$ cat src/rtl/pip_pkg.sv
`default_nettype none
package pip_pkg;

  localparam int MaxVertices = 64;
  localparam int AddrW = $clog2(MaxVertices);
  localparam int CntW = $clog2(MaxVertices + 1);
  localparam int CfgIdxW = 4;

  typedef enum logic [CfgIdxW-1:0] {
    REG_VERTEX_COUNT = 4'd0,
    REG_OFFSET_X     = 4'd1,
    REG_OFFSET_Y     = 4'd2,
    REG_CENTER_X     = 4'd3,
    REG_CENTER_Y     = 4'd4,
    REG_ROTATE_EN    = 4'd5,
    REG_COS_ANGLE    = 4'd6,
    REG_SIN_ANGLE    = 4'd7
  } reg_idx_e;

  typedef enum logic {
    OP_WRITE = 1'b0,
    OP_QUERY = 1'b1
  } op_e;

  typedef struct packed {
    op_e                op;
    logic [5:0]         index;
    logic signed [31:0] x;
    logic signed [31:0] y;
  } item_t;

  typedef struct packed {
    logic [6:0]         vertex_count;
    logic signed [31:0] offset_x;
    logic signed [31:0] offset_y;
    logic signed [31:0] center_x;
    logic signed [31:0] center_y;
    logic               rotate_en;
    logic signed [15:0] cos_angle;
    logic signed [15:0] sin_angle;
  } cfg_t;

  function automatic logic signed [31:0] sat32(input logic signed [39:0] v);
    logic signed [39:0] hi;
    logic signed [39:0] lo;
    hi = 40'sd2147483647;
    lo = -40'sd2147483648;
    if (v > hi) begin
      sat32 = 32'sh7fffffff;
    end else if (v < lo) begin
      sat32 = 32'sh80000000;
    end else begin
      sat32 = v[31:0];
    end
  endfunction

endpackage
`default_nettype wire

$ cat src/rtl/pip_front.sv
`default_nettype none
module pip_front (
  input  wire                 clk_i,
  input  wire                 rst_ni,
  input  wire                 in_valid_i,
  output logic                in_ready_o,
  input  wire                 in_mode_i,
  input  wire  [5:0]          in_index_i,
  input  wire  signed [31:0]  in_x_i,
  input  wire  signed [31:0]  in_y_i,
  output logic                q_valid_o,
  output pip_pkg::item_t      q_item_o,
  input  wire                 q_pop_i
);

  pip_pkg::item_t buf_q [2];
  logic           wr_ptr_q, rd_ptr_q;
  logic [1:0]     cnt_q;
  logic           push;
  pip_pkg::item_t item;

  assign in_ready_o = (cnt_q != 2'd2);
  assign push       = in_valid_i && in_ready_o;
  assign q_valid_o  = (cnt_q != 2'd0);
  assign q_item_o   = buf_q[rd_ptr_q];

  always_comb begin
    item.op    = in_mode_i ? pip_pkg::OP_QUERY : pip_pkg::OP_WRITE;
    item.index = in_index_i;
    item.x     = in_x_i;
    item.y     = in_y_i;
  end

  always_ff @(posedge clk_i) begin
    if (push) begin
      buf_q[wr_ptr_q] <= item;
    end
  end

  always_ff @(posedge clk_i or negedge rst_ni) begin
    if (!rst_ni) begin
      wr_ptr_q <= 1'b0;
      rd_ptr_q <= 1'b0;
      cnt_q    <= 2'd0;
    end else begin
      if (push) wr_ptr_q <= ~wr_ptr_q;
      if (q_pop_i) rd_ptr_q <= ~rd_ptr_q;
      if (push && !q_pop_i) begin
        cnt_q <= cnt_q + 2'd1;
      end else if (q_pop_i && !push) begin
        cnt_q <= cnt_q - 2'd1;
      end
    end
  end

endmodule
`default_nettype wire

$ cat config.mk
export PLATFORM = sky130hd
export DESIGN_NAME = pip_front
export DESIGN_NICKNAME = d
export VERILOG_FILES = /design/src/rtl/pip_pkg.sv /design/src/rtl/pip_front.sv
export SDC_FILE = /design/constraint.sdc
export NUM_CORES = 1
export LEC_CHECK = 0
export BUFFER_PORTS_ARGS = -buffer_cell sky130_fd_sc_hd__buf_2
export CAP_MARGIN = 40
export CORE_MARGIN = 8
export CORE_UTILIZATION = 40
export CTS_CLUSTER_SIZE = 20
export DETAILED_ROUTE_END_ITERATION = 8
export PLACE_DENSITY_LB_ADDON = 0.3
export SLEW_MARGIN = 40
export SYNTH_ARGS = -nofsm -noshare
export SYNTH_HDL_FRONTEND = slang
export SYNTH_SLANG_ARGS = --single-unit
$ cat constraint.sdc
create_clock -name clk_i -period 4.1 [get_ports clk_i]
set_input_delay 0.41 -clock clk_i [delete_from_list [all_inputs] [get_ports clk_i]]
set_output_delay 0.41 -clock clk_i [all_outputs]
set_load 0.005 [all_outputs]
; Yosys cells after proc, flatten, opt, wreduce, memory -nomap -nowiden
; Memory sizes are Yosys's and may differ from the RTL's.
; Cells that the tools add are included.
[classes]
add_sub_neg = 2
n_eq_ne = 1
muxes = 5
n_bitwise = 2
reduce_logical = 7
[ops]
columns = op, n
row1 = 2-bit 2-to-1 mux, 2
row2 = 2-bit nonzero test, 2
row3 = 1-bit logical AND, 3
row4 = 1-bit 2-to-1 mux, 3
row5 = "2-bit by 1-bit adder with 2-bit output, second input constant", 1
row6 = 1-bit logical NOT, 2
row7 = "2-bit != test, second input constant", 1
row8 = 1-bit inverter, 2
row9 = "2-bit by 1-bit subtractor with 2-bit output, second input constant", 1
[word_totals]
reg_bits = 4
mem_bits_rw = 142
input_bits = 75
elab_cells = 21
memories = 1
[memory_table]
columns = memory, words, word_bits, rd, rd_ports_with_merged_regs, wr, line_no
row1 = buf_q, 2, 71, 1, 0, 1, pip_front.sv:16  ; pip_pkg::item_t buf_q [2];

; Logic depth before layout (Yosys ltp)
; Gate-level depths: netlist of the first run.
[depth]
ltp_word = 6
depth_mapped = 7

; Least setup slack after synthesis of the first run
; OpenSTA, ideal clock, no wires.
[synth_timing]
kind = reg2reg
from = register cnt_q[0]
to = memory buf_q[0][0] in the netlist's numbering, enable pin
arrival_time_ns = 3.615
required_time_ns = 3.600
setup_slack_ns = -0.015
stages_incl_launch_ff = 4
path_buffers = 0
synth_period_minus_slack_ns = 4.115
path_cell_list = dfrtp_1 > nand2b_1 > nand2_1 > nor2_1
[synth_between]
elab_chain_len = 4
[synth_rtl]
columns = item, line_no
row1 = start: declaration, pip_front.sv:18  ; logic [1:0] cnt_q;
row2 = start signal: assignment, pip_front.sv:49  ; cnt_q <= cnt_q + 2'd1;
row3 = start signal: assignment, pip_front.sv:51  ; cnt_q <= cnt_q - 2'd1;
row4 = 2-bit != test, pip_front.sv:22  ; assign in_ready_o = (cnt_q != 2'd2);
row5 = net in_ready_o, pip_front.sv:6  ; output logic in_ready_o,
row6 = 1-bit logical AND, pip_front.sv:23  ; assign push = in_valid_i && in_ready_o;
row7 = 1-bit 2-to-1 mux, pip_front.sv:35  ; if (push) begin
row8 = 1-bit 2-to-1 mux (not written as such), pip_front.sv:36  ; buf_q[wr_ptr_q] <= item;
row9 = end: declaration, pip_front.sv:16
; The timed path passes the listed nets, and every way through them passes these cells.

==> metrics.yaml, run 1 <==
critical_path:
  critPathMaxFanout: 30
  crit_type: "reg2out"
  r2r-start: "cnt_q[0]$_DFFE_PN0P_"
  crit_required_ns: 3.69
  start_kind: "flop"
  cp.arrival_ns: 2.17
  worstSetupStartpoint: "rd_ptr_q$_DFFE_PN0P_"
  cp-end-kind: "output pin"
sta:
  final_max_slew_viol_count: 0
  post-route-min-period_ns: 2.58
  setup_slack_ns: 1.52
  rsz0062_at_grt: "false"
  finalSetupTns_ns: 0
  slew_headroom_pct: 66.4
  finalHoldViolCount: 0
  timing.fmax_ghz: 0.388
  timing.final.crit_share_pct: 62.8
  clock_skew_ns: 0.00500
  setup_viol: 0
  worst_slew_pin_slew_ns: 0.504
global_routing:
  antenna_found_initial: 0
  track_usage_pct: 11.6
  grt_max_degree: 41
  grt_pass1_vias: 3103
  grt_first_pass_wirelength_um: 15900
  overflow: 0
floorplanning:
  rows: 43
  io_pins: 148
  dieHeight_um: 135
  die_x_um: 135
  initial_utilization_pct: 40.8
  design.core.area_mm2: 0.0139
  die-area_mm2: 0.0182
route:
  wl_per_cell_um: 17.6
  drt_pass1_iterations: 4
  wirelength_um: 10500
  vias_per_cell: 4.55
  dr_total_vias: 2711
  first_iter_violations: 112
  ant_nets: 0
  drc: 0
layout:
  drive_gt1_share_pct: 61.3
  syn_to_final_growth_pct: 27.3
  final_nets: 480
  fillers: 1162
  diodes: 0
  final_core_util_pct: 52.0
power:
  leakage_nw: 2.92
  vdd_drop_max_mv: 0.475
  powerDensity_mw_per_mm2: 736
yosys:
  syn_area_per_cell_um2: 23.7
  syn_inst: 239
  yosysTopAreaCell: "edfxtp_1"
  synth_top_area_share_pct: 75.2
  synth_area_leaders: "edfxtp_1 (75%), mux2_4 (18%), buf_12 (2.5%), dfrtp_1 (1.8%), xor2_1 (0.46%)"
  syn_nets: 315
  yosys_warnings: 0
  yosysSeqAreaShare_pct: 77.0
  ys_types: 15
  ys_ff_latch: 146
  syn_area_mm2: 0.00567
job:
  maxCapViolCount: 0
placement:
  pre_cts_ws_ns: 1.91
  gp_congestion: 0.644
  io_buffers: 147
  dp_hpwl_um: 7160
run_status:
  outcome: "finished clean"
cts:
  cts_made_buffers: 17
  worst_skew_pair.late_latency_ns: 0.41
  clk_path_buf_depth: 2
  cts_tree: "yes"
  cts.sinks: 146
  clockRootBuffer: "clkbuf_16"
  cts_htree_levels: 4
  clk_pin_slew_ns: 0.06
  ctsResizeCount: 0
hold_path:
  hold_class: "in2reg"
  min_from: "in_x_i[30]"
[worst paths after layout]
| path | endpoint | slack [ns] | cells after the start |
|---|---|---|---|
| hold reg to reg | cnt_q[1]$_DFFE_PN0P_ | 0.48 | 1 |
| setup reg to reg | buf_q[0][5]$_DFFE_PP_ | 2.09 | 5 |
| setup / recovery | q_item_o[36] | 1.52 | 4 |
| min in group asynchronous | cnt_q[1]$_DFFE_PN0P_ | 0.33 | 2 |
| max in group asynchronous | rd_ptr_q$_DFFE_PN0P_ | 3.63 | 2 |
| hold / removal | buf_q[0][62]$_DFFE_PP_ | 0.18 | 1 |
[state kept, by name, summed over array words and instances (netlist names)]
signal	cells
wr_ptr_q	1
buf_q	142
cnt_q	2
rd_ptr_q	1
[critical path: stages (launching register included)]
cell,delay (ns)
dfrtp_4,0.66
buf_12,0.30
buf_4,0.32
mux2_4,0.33
buf_2,0.13
[what timing repair did]
| action | 4_1_cts | 5_1_grt |
|---|---|---|
| hold buffers | 1 | 0 |
| hold endpoints to repair | 4 | 0 |
| buffers inserted | 0 | 0 |
| endpoints found under the setup margin | 0 | 0 |
[placed cells by master (no fill, tap or decap), types with 2 or more instances in the layout]
master,count
dfrtp_1,3
clkinvlp_4,2
buf_2,147
edfxtp_1,142
mux2_2,2
clkbuf_16,17
bufinv_16,5
clkinv_2,3
clkinv_1,3
inv_1,2
xor2_1,3
mux2_4,69
xnor2_1,2
buf_4,2
buf_12,3
[where the power goes]
| group | switching (mW) | internal (mW) | total (mW) | leakage, nW |
|---|---|---|---|---|
| clock | 0.566 | 1.07 | 1.63 | 0.298 |
| combinational | 0.649 | 0.843 | 1.49 | 1.25 |
| sequential | 0.139 | 2.04 | 2.18 | 1.36 |
| total | 1.36 | 3.95 | 5.31 | 2.92 |
[layout make-up]
cell class                 count  area [µm²]  share of cell area (%)
clock buffer                  18         429                    5.95
clock inverter                13         191                    2.65
inverter                       2        7.51                   0.104
multi-input combinational     83        1160                    16.0
sequential                   146        4370                    60.5
tap                          180         225                    3.12
timing repair buffer         154         836                    11.6
[Yosys cell counts, drive strengths merged]
library cell	n
dfrtp	4
inv	2
or2	1
buf	8
ha	1
mux2	71
nor2	2
nand2	1
xnor2	2
and3	1
nand2b	1
edfxtp	142
xor2	3
[metrics by stage]
stage          cell area [µm²]  hold WS, ns  power (mW)  instances
6_report                  7210        0.180        5.31        596
5_1_grt                   7210        0.157        5.55        596
4_1_cts                   7210        0.153        5.40        596
3_5_place_dp              6580        0.223        3.75        564
3_3_place_gp              6530        0.219        3.69        561
2_1_floorplan             5670        0.114        3.28        239
[cells by family (layout without fill, tap and decap cells)]
kind of cell | Yosys count | after routing | synth area share (%)
flops | 146 | 146 | 77.0
simple gates | 6 | 6 | 0.530
fa+ha+maj | 1 | 1 | 0.221
xor+xnor | 5 | 5 | 0.773
mux | 71 | 71 | 18.7
buf+inv | 10 | 187 | 2.80
[routing by layer]
metal | routed length [µm] | share of wire (%) | vias to the layer above | GRT usage [%]
met1 | 4170 | 40 | 1340 | 12.1
met2 | 5300 | 51 | 89 | 19.4
met5 | 0 | 0 | - | 0
li1 | - | - | 1272 | -
met4 | 152 | 1.5 | 0 | 5.00
met3 | 851 | 8.1 | 10 | 5.61
Power figures use the tool's default switching activity.
==> inputs of run 2 (changes only) <==
==> constraint.sdc (replaced) <==
create_clock -name clk_i -period 2.33 [get_ports clk_i]
set_input_delay 0.233 -clock clk_i [delete_from_list [all_inputs] [get_ports clk_i]]
set_output_delay 0.233 -clock clk_i [all_outputs]
set_load 0.005 [all_outputs]
==> metrics.yaml, run 2 (synthesized netlist as in run 1, its figures left out) <==
critical_path:
  start_kind: "flop"
  r2r_slack_ns: 0.64
  cp_slowest_cell: "dfrtp_4"
  r2r-end: "buf_q[1][12]$_DFFE_PP_"
  rr_worst_depth: 3
  r2r-start: "cnt_q[0]$_DFFE_PN0P_"
  crit_chain: "buf_4 -> mux2_4 -> buf_2"
  cp-end-kind: "output pin"
  crit_type: "reg2out"
  crit_required_ns: 2.10
  cp.arrival_ns: 1.90
  max_stage_delay_ns: 0.71
  critPathMaxFanout: 23
layout:
  drive_gt1_share_pct: 54.0
  fin_cells: 665
  reg_top3: "buf_q (142), cnt_q (2)"
  syn_to_final_growth_pct: 39.6
  largest_register_ffs: 142
  multi_input_area_mm2: 0.00116
  final_nets: 548
  final_cell_mix: "buf_2 (147), edfxtp_1 (142), mux2_4 (69), dlygate4sd3_1 (67), clkbuf_16 (17)"
  fillers: 1095
  diodes: 0
  ff_latch_area_mm2: 0.00437
  top_register: "buf_q"
  layout_commonest_cell: "buf_2"
cts:
  worst_skew_pair.late_latency_ns: 0.42
  clk_path_buf_depth: 2
  clockRootBuffer: "clkbuf_16"
  cts.sinks: 146
  cts_tree: "yes"
  cts_made_buffers: 17
  postCtsSetupRepairBufs: 0
  cts_htree_levels: 4
  clk_pin_slew_ns: 0.06
  ctsResizeCount: 0
  holdBufCountCts: 67
hold_path:
  hold_class: "in2reg"
  min_from: "in_y_i[8]"
  hold_end: "buf_q[0][8]$_DFFE_PP_"
  holdPathStages: 1
placement:
  io_buffers: 147
  dp_cells: 566
  gp_congestion: 0.691
  pre_cts_ws_ns: 0.619
  dp_hpwl_um: 7250
sta:
  fin_hold_ws_ns: 0.0228
  post-route-min-period_ns: 2.13
  rsz0062_at_grt: "false"
  setup_slack_ns: 0.200
  timing.fmax_ghz: 0.469
  setup_viol: 0
  slew_headroom_pct: 70.1
  clock_skew_ns: 0.00453
  worst_slew_pin_slew_ns: 0.449
  timing.final.crit_share_pct: 91.4
  finalSetupTns_ns: 0
  finalHoldViolCount: 0
  final_max_slew_viol_count: 0
global_routing:
  track_usage_pct: 12.5
  grt_first_pass_wirelength_um: 17100
  antenna_found_initial: 0
  grt_max_degree: 55
  overflow: 0
  grt_pass1_vias: 3345
floorplanning:
  rows: 43
  dieHeight_um: 135
  design.core.area_mm2: 0.0139
  die_x_um: 135
  initial_utilization_pct: 40.8
  io_pins: 148
  die-area_mm2: 0.0182
route:
  wl_per_cell_um: 16.4
  dr_total_vias: 2963
  drc: 0
  wirelength_um: 10900
  first_iter_violations: 118
  vias_per_cell: 4.46
  drt_pass1_iterations: 4
  ant_nets: 0
run_status:
  outcome: "finished clean"
power:
  leakage_nw: 3.22
  vdd_drop_max_mv: 0.778
  powerDensity_mw_per_mm2: 1200
job:
  maxCapViolCount: 0
-- run 2: cell count changes in the layout (fill, tap and decap cells not counted), sizes merged --
cell / change
dlygate4sd3: +66
buf: +2
clkinv: +2
clkbuf: -1
clkinvlp: -1
inv: +1
-- run 2: critical path: cells and delay by family, from the launching register on --
kind	cells	cell delay, ns
flip-flops	1	0.71
buffers and inverters	2	0.45
multiplexers	1	0.32
-- run 2: how the worst max path moves through the flow --
stage	from	to	slack [ns]	cells after the start
CTS	rd_ptr_q$_DFFE_PN0P_	q_item_o[3]	0.15	3
floorplan	cnt_q[0]$_DFFE_PN0P_	buf_q[0][0]$_DFFE_PP_	0.18	3
finish	rd_ptr_q$_DFFE_PN0P_	q_item_o[34]	0.20	3
global placement	rd_ptr_q$_DFFE_PN0P_	q_item_o[25]	0.64	3
detailed placement	rd_ptr_q$_DFFE_PN0P_	q_item_o[3]	0.62	3
global route	rd_ptr_q$_DFFE_PN0P_	q_item_o[29]	0.1	3
-- run 2: per-stage QoR --
step           utilization, %  cell area [µm²]  power (mW)
6_report                 57.0             7910        9.49
3_3_place_gp             47.6             6600        6.59
2_1_floorplan               -             5680        5.76
5_1_grt                  57.0             7910        9.96
3_5_place_dp             47.6             6600        6.64
4_1_cts                  57.0             7910        9.66
-- run 2: report_power, final --
| group | leakage, nW | internal, mW | total [mW] | switching [mW] |
|---|---|---|---|---|
| clock network | 0.317 | 1.89 | 2.90 | 1.01 |
| logic | 1.54 | 1.58 | 2.73 | 1.15 |
| registers | 1.36 | 3.59 | 3.86 | 0.266 |
| total | 3.22 | 7.07 | 9.49 | 2.42 |
-- run 2: cell type report --
type,instances,area share (%)
sequential,146,55.2
timing repair buffer,222,19.2
multi-input combinational,83,14.6
clock buffer,17,5.38
tap,180,2.85
clock inverter,15,2.70
inverter,2,0.0949
-- run 2: metal layers --
| metal | part of all wire [%] | GRT usage (%) | vias to the layer above |
|---|---|---|---|
| li1 | - | - | 1410 |
| met1 | 38 | 12.8 | 1444 |
| met2 | 54 | 21.7 | 93 |
| met3 | 6.4 | 5.35 | 16 |
| met4 | 1.8 | 6.11 | 0 |
| met5 | 0 | 0 | - |
